--- src/design/hgcd_pkg.sv ---
// Shared types, constants and fixed-point helpers for the great-circle distance pipeline.
`timescale 1ns / 1ps

package hgcd_pkg;

    // Datapath word for CORDIC x, y and z values (Q30, signed).
    localparam int CW = 34;
    typedef logic signed [CW-1:0] cw_t;

    // Wide angle word used before range reduction (Q30, signed).
    localparam int AW = 36;
    typedef logic signed [AW-1:0] ang_t;

    // Integer square root: one result bit per step over a 62-bit radicand.
    localparam int SQRT_STEPS = 31;
    localparam int SQW = 62;
    typedef logic [SQW-1:0] sq_t;

    // Microdegree input words after differencing.
    localparam int DW = 30;
    typedef logic signed [DW-1:0] udeg_t;

    localparam int RADIUS_W = 24;
    localparam int DIST_W = 36;
    localparam int HAV_W = 31;

    localparam cw_t ONE_Q30 = 34'sd1073741824;
    localparam cw_t GAIN_INV_Q30 = 34'sd652032874;
    localparam ang_t PI_Q30 = 36'sd3373259426;
    localparam ang_t HALF_PI_Q30 = 36'sd1686629713;
    localparam ang_t TWO_PI_Q30 = 36'sd6746518852;

    // Microdegrees to Q30 radians scale, split for two narrow partial products.
    localparam logic [34:0] UDEG_K = 35'd20122276272;
    localparam int K_SPLIT = 18;

    localparam logic [RADIUS_W-1:0] RADIUS_RESET = 24'd6371000;

    // Arctangent of 2^-i in Q30 radians.
    function automatic cw_t atan_const(input int i);
        cw_t r;
        begin
            case (i)
                0: r = 34'sd843314857;
                1: r = 34'sd497837830;
                2: r = 34'sd263043837;
                3: r = 34'sd133525159;
                4: r = 34'sd67021687;
                5: r = 34'sd33543516;
                6: r = 34'sd16775851;
                7: r = 34'sd8388437;
                8: r = 34'sd4194283;
                9: r = 34'sd2097149;
                10: r = 34'sd1048576;
                default: r = (i <= 30) ? (cw_t'(1) <<< (30 - i)) : '0;
            endcase
            return r;
        end
    endfunction

    // Q30 product with round half up and a floor shift.
    function automatic cw_t mul_q30(input cw_t a, input cw_t b);
        logic signed [2*CW-1:0] p;
        begin
            p = a * b;
            p = p + (68'sd1 <<< 29);
            return cw_t'(p >>> 30);
        end
    endfunction

endpackage

--- src/design/hgcd_cordic_cell.sv ---
// One CORDIC micro-rotation, rotation or vectoring mode, with registered outputs.
`timescale 1ns / 1ps

module hgcd_cordic_cell
    import hgcd_pkg::*;
#(
    parameter int STAGE = 0,
    parameter bit VECTOR = 1'b0
)
(
    input  logic clk,
    input  logic en,
    input  cw_t  x_in,
    input  cw_t  y_in,
    input  cw_t  z_in,
    output cw_t  x_out,
    output cw_t  y_out,
    output cw_t  z_out
);

    localparam cw_t ATAN_I = atan_const(STAGE);

    cw_t  x_reg;
    cw_t  y_reg;
    cw_t  z_reg;
    cw_t  dx;
    cw_t  dy;
    logic up;

    always_comb
    begin
        dx = y_in >>> STAGE;
        dy = x_in >>> STAGE;
        // Rotation steers z toward zero, vectoring steers y toward zero.
        up = VECTOR ? y_in[CW-1] : ~z_in[CW-1];
    end

    always_ff @(posedge clk)
    begin
        if (en)
        begin
            if (VECTOR)
            begin
                x_reg <= up ? x_in - dx : x_in + dx;
                y_reg <= up ? y_in + dy : y_in - dy;
                z_reg <= up ? z_in - ATAN_I : z_in + ATAN_I;
            end
            else
            begin
                x_reg <= up ? x_in - dx : x_in + dx;
                y_reg <= up ? y_in + dy : y_in - dy;
                z_reg <= up ? z_in - ATAN_I : z_in + ATAN_I;
            end
        end
    end

    assign x_out = x_reg;
    assign y_out = y_reg;
    assign z_out = z_reg;

endmodule

--- config.mk ---
export PLATFORM = sky130hd
export DESIGN_NAME = hgcd_cordic_cell
export DESIGN_NICKNAME = d
export VERILOG_FILES = /design/src/design/hgcd_pkg.sv /design/src/design/hgcd_cordic_cell.sv
export SDC_FILE = /design/constraint.sdc
export NUM_CORES = 1
export LEC_CHECK = 0
export ABC_CLOCK_PERIOD_IN_PS = 6900
export BUFFER_PORTS_ARGS = -buffer_cell sky130_fd_sc_hd__buf_2
export CAP_MARGIN = 0
export CELL_PAD_IN_SITES_DETAIL_PLACEMENT = 1
export CELL_PAD_IN_SITES_GLOBAL_PLACEMENT = 1
export CORE_UTILIZATION = 46
export CTS_CLUSTER_SIZE = 20
export DETAILED_ROUTE_END_ITERATION = 12
export HOLD_SLACK_MARGIN = 0.15
export PLACE_DENSITY = 0.95
export SLEW_MARGIN = 20
export SYNTH_ARGS = -nofsm -noshare
export SYNTH_HDL_FRONTEND = slang
export SYNTH_SLANG_ARGS = --single-unit
--- constraint.sdc ---
create_clock -name clk -period 6.9 [get_ports clk]
set_clock_uncertainty 0.2 [all_clocks]
set_input_delay 1.38 -clock clk [delete_from_list [all_inputs] [get_ports clk]]
set_output_delay 1.38 -clock clk [all_outputs]
set_load 0.02 [all_outputs]
==> results.toml <==
[floorplanning]
rows = 54
io_pins = 206
fp.coreArea_mm2 = 0.02182
die-area_mm2 = 0.02287
start_util = 0.4693
die_y_um = 151.2
die_x_um = 151.2

[critical_path]
slowest_stage = "buf_2"
critical_path.max_fanout = 31
cp_cell_sequence = "buf_2 > inv_2 > ha_1 > a41oi_1 > o21ai_0 > a221oi_1 > o211a_1 > o31a_1 > o21ai_1 > a221oi_1 > o22ai_1 > o41ai_1"
crit_family = "compound AO/OA/AOI/OAI gates"
path_class = "primary input to flop"
critPathCaptureType = "flop"
critPathMaxStageDelay_ns = 0.53
startpoint_type = "primary input"
worstPathRequired_ns = 6.86
critical_path_arrival_ns = 5.36
cp_common_cell = "a221oi_1"
crit_buf_inv = 2

[cts]
postCtsSetupBuffers = 0
cts_resized = 0
clockBufferDepth = 2
cts_hold_buffers = 0
cts_tree = "yes"
cts_made_buffers = 9
clockRootBuffer = "clkbuf_16"
clk_pin_slew_ns = 0.09
htree_levels = 3
clock-sinks = 101

[pwr]
vdd_drop_max_v = 0.00009318
power_density_mw_per_mm2 = 206.0
leakagePower_nw = 5.295

[worst_hold_path]
min_to = "z_out[0]"
hp-start = "z_in[0]"
min_path_type = "primary input to flop"
whs_path_depth = 2

[cells_and_area]
drive_above_1_share = 0.1821
nFillCells = 2639
multi_input_area_mm2 = 0.006590
area_growth_pct = 14.98
final_nets = 1597
final_util = 0.5396
seqCellArea_mm2 = 0.003033

[routing]
dr.pass1.iters = 5
vias = 10050
drc = 0
antenna_left = 0
wl_per_cell_um = 21.36
wirelength_um = 35120
routed_via_density = 6.111
drtIter0Drc = 722

[grt]
grtUsageTotal = 0.3089
grt_pass1_wl_um = 54670
antenna_found_initial = 2
first_global_vias = 10380
grt_max_degree = 75
overflow = 0

[run_status]
status = "finished clean"

[placement]
dpl.hpwl_um = 27210
io_buffer_count = 205
routabilityCongestion = 0.9535
pre_cts_ws_ns = 1.170

[timing]
period_minus_slack_ns = 5.404
timing.final.ws_setup_ns = 1.496
tns_ns = 0
finalCritPeriodShare = 0.7832
maxSlewHeadroom = 0.3392
hold_viol = 0
rsz0062_at_grt = "no"
setup_viol = 0
tightestPinTransition_ns = 0.9912
fmax_ghz = 0.1850
maxSlewViolCount = 0

[synthesis]
syn_nets = 1421
syn_inst = 1181
yosysSeqAreaShare = 0.2961
netlist_area_mm2 = 0.01024
synthFlopType = "edfxtp_1"
synth-edff-count = 101
post_synth.cell_area_avg_um2 = 8.673
synthDistinctLibCells = 72
yosys_warnings = 0
async_reset_ff_frac = 0
ys_seq_elements = 101

[run]
cap_violations = 0
-- metrics by stage --
| stage | total power, mW | area (µm²) | instances | hold slack [ns] |
|---|---|---|---|---|
| 2_1_floorplan | 1.531 | 10240 | 1181 | 1.293 |
| 3_3_place_gp | 1.819 | 11470 | 1626 | 1.497 |
| 3_5_place_dp | 1.867 | 11470 | 1626 | 1.519 |
| 4_1_cts | 2.423 | 11770 | 1642 | 1.133 |
| 5_1_grt | 2.538 | 11770 | 1642 | 1.135 |
| 6_report | 2.426 | 11780 | 1644 | 1.138 |
-- cells by family after synthesis --
kind of cell / share of synthesized area
AO/OA/AOI/OAI: 0.2488
AND/OR/NAND/NOR: 0.1256
buffers and inverters: 0.06047
adder cells (fa/ha/maj): 0.1691
flip-flops: 0.2961
XOR/XNOR: 0.08038
multiplexers: 0.01955
-- cells in the final DEF (no fill, tap or decap), types with 13 or more instances in the layout --
cell      Yosys  final
edfxtp_1    101    101
ha_1        132    132
o21a_1       14     14
a21o_1       30     30
a211oi_1     13     13
nand2_1      52     52
nor2_1       90     90
nand2b_1     13     13
xnor2_1      83     83
a21oi_1     150    150
o21ai_0      80     80
nand3_1      19     19
nor2b_1      16     16
mux2i_1      20     20
inv_1       116    116
o21bai_1     26     26
nor3_1       31     31
buf_2         6    204
nand4_1      15     15
-- worst max-delay path by stage --
stage	to	slack (ns)	from	cells after the start
after floorplan	z_out[32]	1.78	z_in[33]	14
after global placement	z_out[32]	1.47	z_in[33]	13
after detailed placement	z_out[33]	1.17	z_in[33]	12
after CTS	z_out[33]	1.53	z_in[33]	12
after global routing	z_out[33]	1.27	z_in[33]	12
final	z_out[33]	1.50	z_in[33]	12
-- flip-flops by register name, indices dropped and copies added (netlist names) --
name	count
x_out	34
y_out	33
z_out	34
-- cell usage after synthesis (all sizes together) (14+ instances only) --
master	instances	area (µm²)
a211oi	14	117.6
a21o	30	225.2
a21oi	152	768.2
clkbuf	30	112.6
edfxtp	101	3033
ha	132	1652
inv	117	439.2
mux2i	20	200.2
nand2	52	195.2
nand3	19	95.09
nand4	15	93.84
nor2	90	337.8
nor2b	16	100.1
nor3	31	155.2
o21a	14	105.1
o21ai	87	442.9
o21bai	26	195.2
xnor2	83	727.0
-- report_power, final --
part / leakage (nW) / internal, mW / switching (mW)
Sequential: 0.989 / 0.816 / 0.0306
Clock: 0.148 / 0.259 / 0.287
Combinational: 4.16 / 0.363 / 0.670
Total: 5.29 / 1.44 / 0.987
-- cell type report --
cell class,instances,share of cell area
antenna,2,0.0004250
clock buffer,9,0.01912
timing repair buffer,208,0.08925
tap,280,0.02975
multi-input combinational,919,0.5596
clock inverter,7,0.006694
sequential,101,0.2575
inverter,118,0.03761
-- routing by layer --
metal	part of all wire	track usage	wire length, µm
met1	0.40	0.3687	14120
met2	0.50	0.5553	17400
met3	0.067	0.04187	2359
met4	0.035	0.1215	1234
met5	0	0	0
(Power assumes the default switching activity.)
