### src/design/hgcd_pkg.sv
// Shared types, constants and fixed-point helpers for the great-circle distance pipeline.
`timescale 1ns / 1ps

package hgcd_pkg;

    // Datapath word for CORDIC x, y and z values (Q30, signed).
    localparam int CW = 34;
    typedef logic signed [CW-1:0] cw_t;

    // Wide angle word used before range reduction (Q30, signed).
    localparam int AW = 36;
    typedef logic signed [AW-1:0] ang_t;

    // Integer square root: one result bit per step over a 62-bit radicand.
    localparam int SQRT_STEPS = 31;
    localparam int SQW = 62;
    typedef logic [SQW-1:0] sq_t;

    // Microdegree input words after differencing.
    localparam int DW = 30;
    typedef logic signed [DW-1:0] udeg_t;

    localparam int RADIUS_W = 24;
    localparam int DIST_W = 36;
    localparam int HAV_W = 31;

    localparam cw_t ONE_Q30 = 34'sd1073741824;
    localparam cw_t GAIN_INV_Q30 = 34'sd652032874;
    localparam ang_t PI_Q30 = 36'sd3373259426;
    localparam ang_t HALF_PI_Q30 = 36'sd1686629713;
    localparam ang_t TWO_PI_Q30 = 36'sd6746518852;

    // Microdegrees to Q30 radians scale, split for two narrow partial products.
    localparam logic [34:0] UDEG_K = 35'd20122276272;
    localparam int K_SPLIT = 18;

    localparam logic [RADIUS_W-1:0] RADIUS_RESET = 24'd6371000;

    // Arctangent of 2^-i in Q30 radians.
    function automatic cw_t atan_const(input int i);
        cw_t r;
        begin
            case (i)
                0: r = 34'sd843314857;
                1: r = 34'sd497837830;
                2: r = 34'sd263043837;
                3: r = 34'sd133525159;
                4: r = 34'sd67021687;
                5: r = 34'sd33543516;
                6: r = 34'sd16775851;
                7: r = 34'sd8388437;
                8: r = 34'sd4194283;
                9: r = 34'sd2097149;
                10: r = 34'sd1048576;
                default: r = (i <= 30) ? (cw_t'(1) <<< (30 - i)) : '0;
            endcase
            return r;
        end
    endfunction

    // Q30 product with round half up and a floor shift.
    function automatic cw_t mul_q30(input cw_t a, input cw_t b);
        logic signed [2*CW-1:0] p;
        begin
            p = a * b;
            p = p + (68'sd1 <<< 29);
            return cw_t'(p >>> 30);
        end
    endfunction

endpackage

### src/design/hgcd_angle_prep.sv
// Converts microdegrees to Q30 radians, reduces into one turn and folds into the CORDIC range.
`timescale 1ns / 1ps

module hgcd_angle_prep
    import hgcd_pkg::*;
#(
    parameter int SH = 30
)
(
    input  logic  clk,
    input  logic  en,
    input  udeg_t d,
    output cw_t   z,
    output logic  neg
);

    logic        s1_sign_reg;
    logic [29:0] s1_mag_reg;
    logic        s2_sign_reg;
    logic [47:0] s2_pl_reg;
    logic [46:0] s2_ph_reg;
    ang_t        s3_ang_reg;
    ang_t        s4_ang_reg;
    ang_t        s5_ang_reg;
    cw_t         s6_z_reg;
    logic        s6_neg_reg;

    logic [65:0] s3_full;
    logic [34:0] s3_mag;
    ang_t        s3_ang_next;
    ang_t        s4_tmp;
    ang_t        s4_ang_next;
    ang_t        s5_tmp;
    ang_t        s5_ang_next;
    ang_t        s6_fold;
    logic        s6_neg_next;

    always_comb
    begin
        s3_full = {1'b0, s2_ph_reg, {K_SPLIT{1'b0}}} + 66'(s2_pl_reg) + (66'd1 << (SH - 1));
        s3_mag = s3_full[SH +: 35];
        s3_ang_next = s2_sign_reg ? -ang_t'(s3_mag) : ang_t'(s3_mag);

        s4_tmp = (s3_ang_reg > PI_Q30) ? s3_ang_reg - TWO_PI_Q30 : s3_ang_reg;
        s4_ang_next = (s4_tmp > PI_Q30) ? s4_tmp - TWO_PI_Q30 : s4_tmp;

        s5_tmp = (s4_ang_reg < -PI_Q30) ? s4_ang_reg + TWO_PI_Q30 : s4_ang_reg;
        s5_ang_next = (s5_tmp < -PI_Q30) ? s5_tmp + TWO_PI_Q30 : s5_tmp;

        if (s5_ang_reg > HALF_PI_Q30)
        begin
            s6_fold = PI_Q30 - s5_ang_reg;
            s6_neg_next = 1'b1;
        end
        else if (s5_ang_reg < -HALF_PI_Q30)
        begin
            s6_fold = -PI_Q30 - s5_ang_reg;
            s6_neg_next = 1'b1;
        end
        else
        begin
            s6_fold = s5_ang_reg;
            s6_neg_next = 1'b0;
        end
    end

    always_ff @(posedge clk)
    begin
        if (en)
        begin
            s1_sign_reg <= d[DW-1];
            s1_mag_reg  <= d[DW-1] ? 30'(-d) : 30'(d);
            s2_sign_reg <= s1_sign_reg;
            s2_pl_reg   <= s1_mag_reg * UDEG_K[K_SPLIT-1:0];
            s2_ph_reg   <= s1_mag_reg * UDEG_K[34:K_SPLIT];
            s3_ang_reg  <= s3_ang_next;
            s4_ang_reg  <= s4_ang_next;
            s5_ang_reg  <= s5_ang_next;
            s6_z_reg    <= cw_t'(s6_fold);
            s6_neg_reg  <= s6_neg_next;
        end
    end

    assign z = s6_z_reg;
    assign neg = s6_neg_reg;

endmodule

### config.mk
export PLATFORM = sky130hd
export DESIGN_NAME = hgcd_angle_prep
export DESIGN_NICKNAME = d
export VERILOG_FILES = /design/src/design/hgcd_pkg.sv /design/src/design/hgcd_angle_prep.sv
export SDC_FILE = /design/constraint.sdc
export NUM_CORES = 2
export LEC_CHECK = 0
export ABC_AREA = 1
export ABC_CLOCK_PERIOD_IN_PS = 6100
export BUFFER_PORTS_ARGS = -buffer_cell sky130_fd_sc_hd__buf_2
export CORE_MARGIN = 2
export CORE_UTILIZATION = 36
export DETAILED_ROUTE_END_ITERATION = 16
export PLACE_DENSITY = 0.54
export SLEW_MARGIN = 30
export SYNTH_ARGS = -nofsm -noshare
export SYNTH_HDL_FRONTEND = slang
export SYNTH_SLANG_ARGS = --single-unit
export TNS_END_PERCENT = 30
### constraint.sdc
create_clock -name clk -period 6.1 [get_ports clk]
set_input_delay 0.915 -clock clk [delete_from_list [all_inputs] [get_ports clk]]
set_output_delay 0.915 -clock clk [all_outputs]
set_load 0.005 [all_outputs]
==> impl_metrics.prom <==
# TYPE chip_impl_metric gauge
chip_impl_info{name="hold_path_class",value="reg2reg"} 1
chip_impl_metric{name="worst_slack_after_detailed_placement",unit="ns"} -0.0763
chip_impl_metric{name="die-height",unit="µm"} 322
chip_impl_info{name="worst_path_max_delay_cell",value="sky130_fd_sc_hd__fa_1"} 1
chip_impl_metric{name="remaining_drcs",unit=""} 0
chip_impl_metric{name="clock-skew-final",unit="ns"} 0.0306
chip_impl_metric{name="grt_overflow_total",unit=""} 0
chip_impl_metric{name="fmax",unit="GHz"} 0.170
chip_impl_metric{name="grtUsageTotal",unit="%"} 22.1
chip_impl_info{name="worstSetupStartpointType",value="flip-flop"} 1
chip_impl_metric{name="postSynthAreaPerCell",unit="µm²"} 7.31
chip_impl_metric{name="rrSetupSlack",unit="ns"} 0.22
chip_impl_info{name="cp-end-kind",value="flip-flop"} 1
chip_impl_metric{name="number_of_rows_created_at_floorplan",unit=""} 116
chip_impl_info{name="regToRegStartpoint",value="s1_mag_reg[8]$_DFFE_PP_"} 1
chip_impl_metric{name="first_global_vias",unit=""} 32200
chip_impl_metric{name="synth-edff-count",unit=""} 245
chip_impl_metric{name="worstRegToRegCells",unit=""} 26
chip_impl_metric{name="final_max_slew_viol_count",unit=""} 0
chip_impl_metric{name="htree_levels",unit=""} 2
chip_impl_metric{name="drv_cap",unit=""} 0
chip_impl_info{name="synth_ff_type",value="sky130_fd_sc_hd__edfxtp_1"} 1
chip_impl_info{name="crit_family",value="adder cells"} 1
chip_impl_info{name="layout_commonest_cell",value="sky130_fd_sc_hd__nand2_1"} 1
chip_impl_metric{name="worst_ep_arrival_time",unit="ns"} 6.18
chip_impl_metric{name="cts_hold_buffers",unit=""} 0
chip_impl_metric{name="cts.reportedPaths.clkPinSlew",unit="ns"} 0.06
chip_impl_metric{name="synth_seq_area_share",unit="%"} 20.2
chip_impl_info{name="topRoutingLayerUsed",value="met4"} 1
chip_impl_metric{name="dpl_cell_area",unit="µm²"} 38900
chip_impl_metric{name="grt_start_max_net_pins",unit=""} 110
chip_impl_info{name="critPathKind",value="reg2reg"} 1
chip_impl_metric{name="yosys_register_bits",unit=""} 245
chip_impl_info{name="timing.rr.end",value="s2_ph_reg[43]$_DFFE_PP_"} 1
chip_impl_metric{name="cp.required",unit="ns"} 6.40
chip_impl_info{name="rsz0062_at_grt",value="yes"} 1
chip_impl_metric{name="dp_hpwl",unit="µm"} 96300
chip_impl_metric{name="syn_inst",unit=""} 4974
chip_impl_metric{name="route.layer.met1.wl",unit="µm"} 48800
chip_impl_metric{name="ant_nets",unit=""} 0
chip_impl_metric{name="synth_warnings",unit=""} 0
chip_impl_metric{name="drt_wl_total",unit="µm"} 114000
chip_impl_metric{name="chipWidth",unit="µm"} 322
chip_impl_metric{name="async_flop_share",unit="%"} 0
chip_impl_metric{name="timing.hold.worst_path_depth",unit=""} 0
chip_impl_metric{name="largest_register_ffs",unit=""} 44
chip_impl_metric{name="final.fill_count",unit=""} 10600
chip_impl_metric{name="crit_path_max_incr_delay",unit="ns"} 0.54
chip_impl_metric{name="design.die.area",unit="µm²"} 104000
chip_impl_metric{name="clock_insertion_delay_worst_skew",unit="ns"} 0.58
chip_impl_metric{name="wire_per_inst",unit="µm"} 17.5
chip_impl_metric{name="actual_transition_at_the_worst_max_transition_pin",unit="ns"} 0.986
chip_impl_metric{name="syn2layout_area_growth",unit="%"} 10.9
chip_impl_info{name="min_from",value="s4_ang_reg[0]$_DFFE_PP_"} 1
chip_impl_metric{name="final_nets",unit=""} 5861
chip_impl_info{name="clock_tree.root_cell",value="sky130_fd_sc_hd__clkbuf_16"} 1
chip_impl_metric{name="fraction_of_final_layout_cells_sized_beyond_drive_strength_1",unit="%"} 6.77
chip_impl_metric{name="final.period_utilization",unit="%"} 96.4
chip_impl_metric{name="critical_path.n_buffers_inverters",unit=""} 6
chip_impl_info{name="timing.critical_path.mode_cell",value="sky130_fd_sc_hd__fa_1"} 1
chip_impl_metric{name="worstPathMaxFanout",unit=""} 4
chip_impl_metric{name="wl_met3",unit="µm"} 3610
chip_impl_metric{name="met2RoutedLength",unit="µm"} 57200
chip_impl_metric{name="synthesis.nets",unit=""} 5676
chip_impl_info{name="cts_tree",value="built"} 1
chip_impl_metric{name="clock_tree.buffer_depth",unit=""} 3
chip_impl_metric{name="port_buffers",unit=""} 66
chip_impl_metric{name="detail_route.vias_per_cell",unit=""} 4.96
chip_impl_metric{name="netlist_area",unit="µm²"} 36400
chip_impl_metric{name="gp_congestion",unit=""} 0.923
chip_impl_metric{name="ys_types",unit=""} 56
chip_impl_metric{name="detailroute.via_count",unit=""} 32200
chip_impl_metric{name="start_util",unit="%"} 36.3
chip_impl_metric{name="antenna_violations_before_repair",unit=""} 1
chip_impl_metric{name="finalHoldViolCount",unit=""} 0
chip_impl_metric{name="grt_pass1_wl",unit="µm"} 180000
chip_impl_metric{name="setup_viol_count_final",unit=""} 0
chip_impl_info{name="status",value="complete, no violations"} 1
chip_impl_metric{name="finalWorstPathRequiredPeriod",unit="ns"} 5.88
chip_impl_metric{name="numClockSinks",unit=""} 245
chip_impl_metric{name="layout.cell_area.non_filler",unit="µm²"} 40300
chip_impl_metric{name="detailedRoute.firstIterationViolations",unit=""} 2224
chip_impl_metric{name="floorplan.core_area",unit="µm²"} 100000
chip_impl_info{name="layout_common_cells",value="sky130_fd_sc_hd__nand2_1, sky130_fd_sc_hd__inv_1, sky130_fd_sc_hd__nor2_1"} 1
chip_impl_metric{name="first_pass_iters",unit=""} 5
chip_impl_metric{name="cts_inserted_buffers",unit=""} 34
chip_impl_metric{name="num_io_pins",unit=""} 67
chip_impl_metric{name="fin_ws",unit="ns"} 0.222
chip_impl_info{name="hold_end",value="s5_ang_reg[0]$_DFFE_PP_"} 1
chip_impl_metric{name="slew_headroom",unit="%"} 34.2
==> worst max-delay path by stage <==
stage | startpoint | end | cells after the start
after floorplan | s1_mag_reg[6]$_DFFE_PP_ | s2_ph_reg[45]$_DFFE_PP_ | 21
after global placement | s1_mag_reg[6]$_DFFE_PP_ | s2_ph_reg[46]$_DFFE_PP_ | 24
after detailed placement | s1_mag_reg[6]$_DFFE_PP_ | s2_ph_reg[46]$_DFFE_PP_ | 24
after CTS | s1_mag_reg[6]$_DFFE_PP_ | s2_ph_reg[45]$_DFFE_PP_ | 23
after global routing | s1_mag_reg[8]$_DFFE_PP_ | s2_ph_reg[43]$_DFFE_PP_ | 26
final | s1_mag_reg[8]$_DFFE_PP_ | s2_ph_reg[43]$_DFFE_PP_ | 26
==> per-layer routing <==
layer | global-route usage [%] | vias to the layer above
met1 | 27.3 | 15100
met4 | 7.35 | 0
met2 | 40.5 | 665
li1 | - | 16200
met5 | 0 | -
met3 | 1.62 | 175
==> stage by stage <==
step	hold slack (ns)	std cells	setup TNS (ns)	util, %
floorplan	0.400	4974	0	-
global placement	0.402	6397	-0.0198	38.9
CTS	0.419	6459	-0.00555	39.9
global route	0.426	6484	-0.150	40.3
detailed placement	0.405	6397	-0.176	38.9
finish	0.420	6484	0	40.3
==> synth_stat cells (all sizes together), types with 2 or more instances <==
cell	count	area share [%]
edfxtp	245	20
inv	938	9.7
ha	397	14
a21o	25	0.52
o2111ai	2	0.048
a31oi	19	0.33
nand4	92	1.6
a21oi	202	2.8
o31ai	5	0.10
buf	34	0.66
nand2	1322	14
a21boi	4	0.11
or2	6	0.10
nor3b	3	0.062
a211oi	7	0.14
a31o	2	0.048
and3	2	0.034
o221ai	2	0.048
o22ai	20	0.34
nor2	491	5.2
nor4	19	0.33
and2	6	0.10
fa	273	15
nand3	263	3.8
o21a	12	0.25
clkbuf	32	0.33
a221oi	2	0.048
o211ai	5	0.10
o21ai	174	2.5
o21bai	33	0.68
xor2	208	5.0
nor3	67	0.92
xnor2	46	1.1
nand3b	10	0.21
==> cells by family after synthesis <==
group,count (synthesis),share of synthesized area (%)
buffers and inverters,1005,10.7
adders and majority gates,670,28.7
DFF,245,20.2
xor gates and xnor gates,254,6.12
AOI/OAI and AO/OA,518,8.14
and+or+nand+nor,2282,26.1
==> repair_timing <==
action | CTS | global route
endpoints found under the setup margin | 4 | 16
setup buffers | 0 | 24
pin swaps | 0 | 5
gates resized for setup | 3 | 29
==> area by class of cell <==
cell class / instances / area [µm²] / share of cell area [%]
clock inverters: 24 / 224 / 0.556
multi-input cells: 3724 / 25200 / 62.6
well taps: 1298 / 1620 / 4.03
inverters: 939 / 3520 / 8.74
flip-flops and latches: 245 / 7360 / 18.3
clock buffers: 38 / 866 / 2.15
diodes: 1 / 2.50 / 0.00621
repair buffers: 215 / 1470 / 3.64
Power is not shown: default switching activity piles up to over one toggle a cycle in this logic, so the estimate is an artifact.
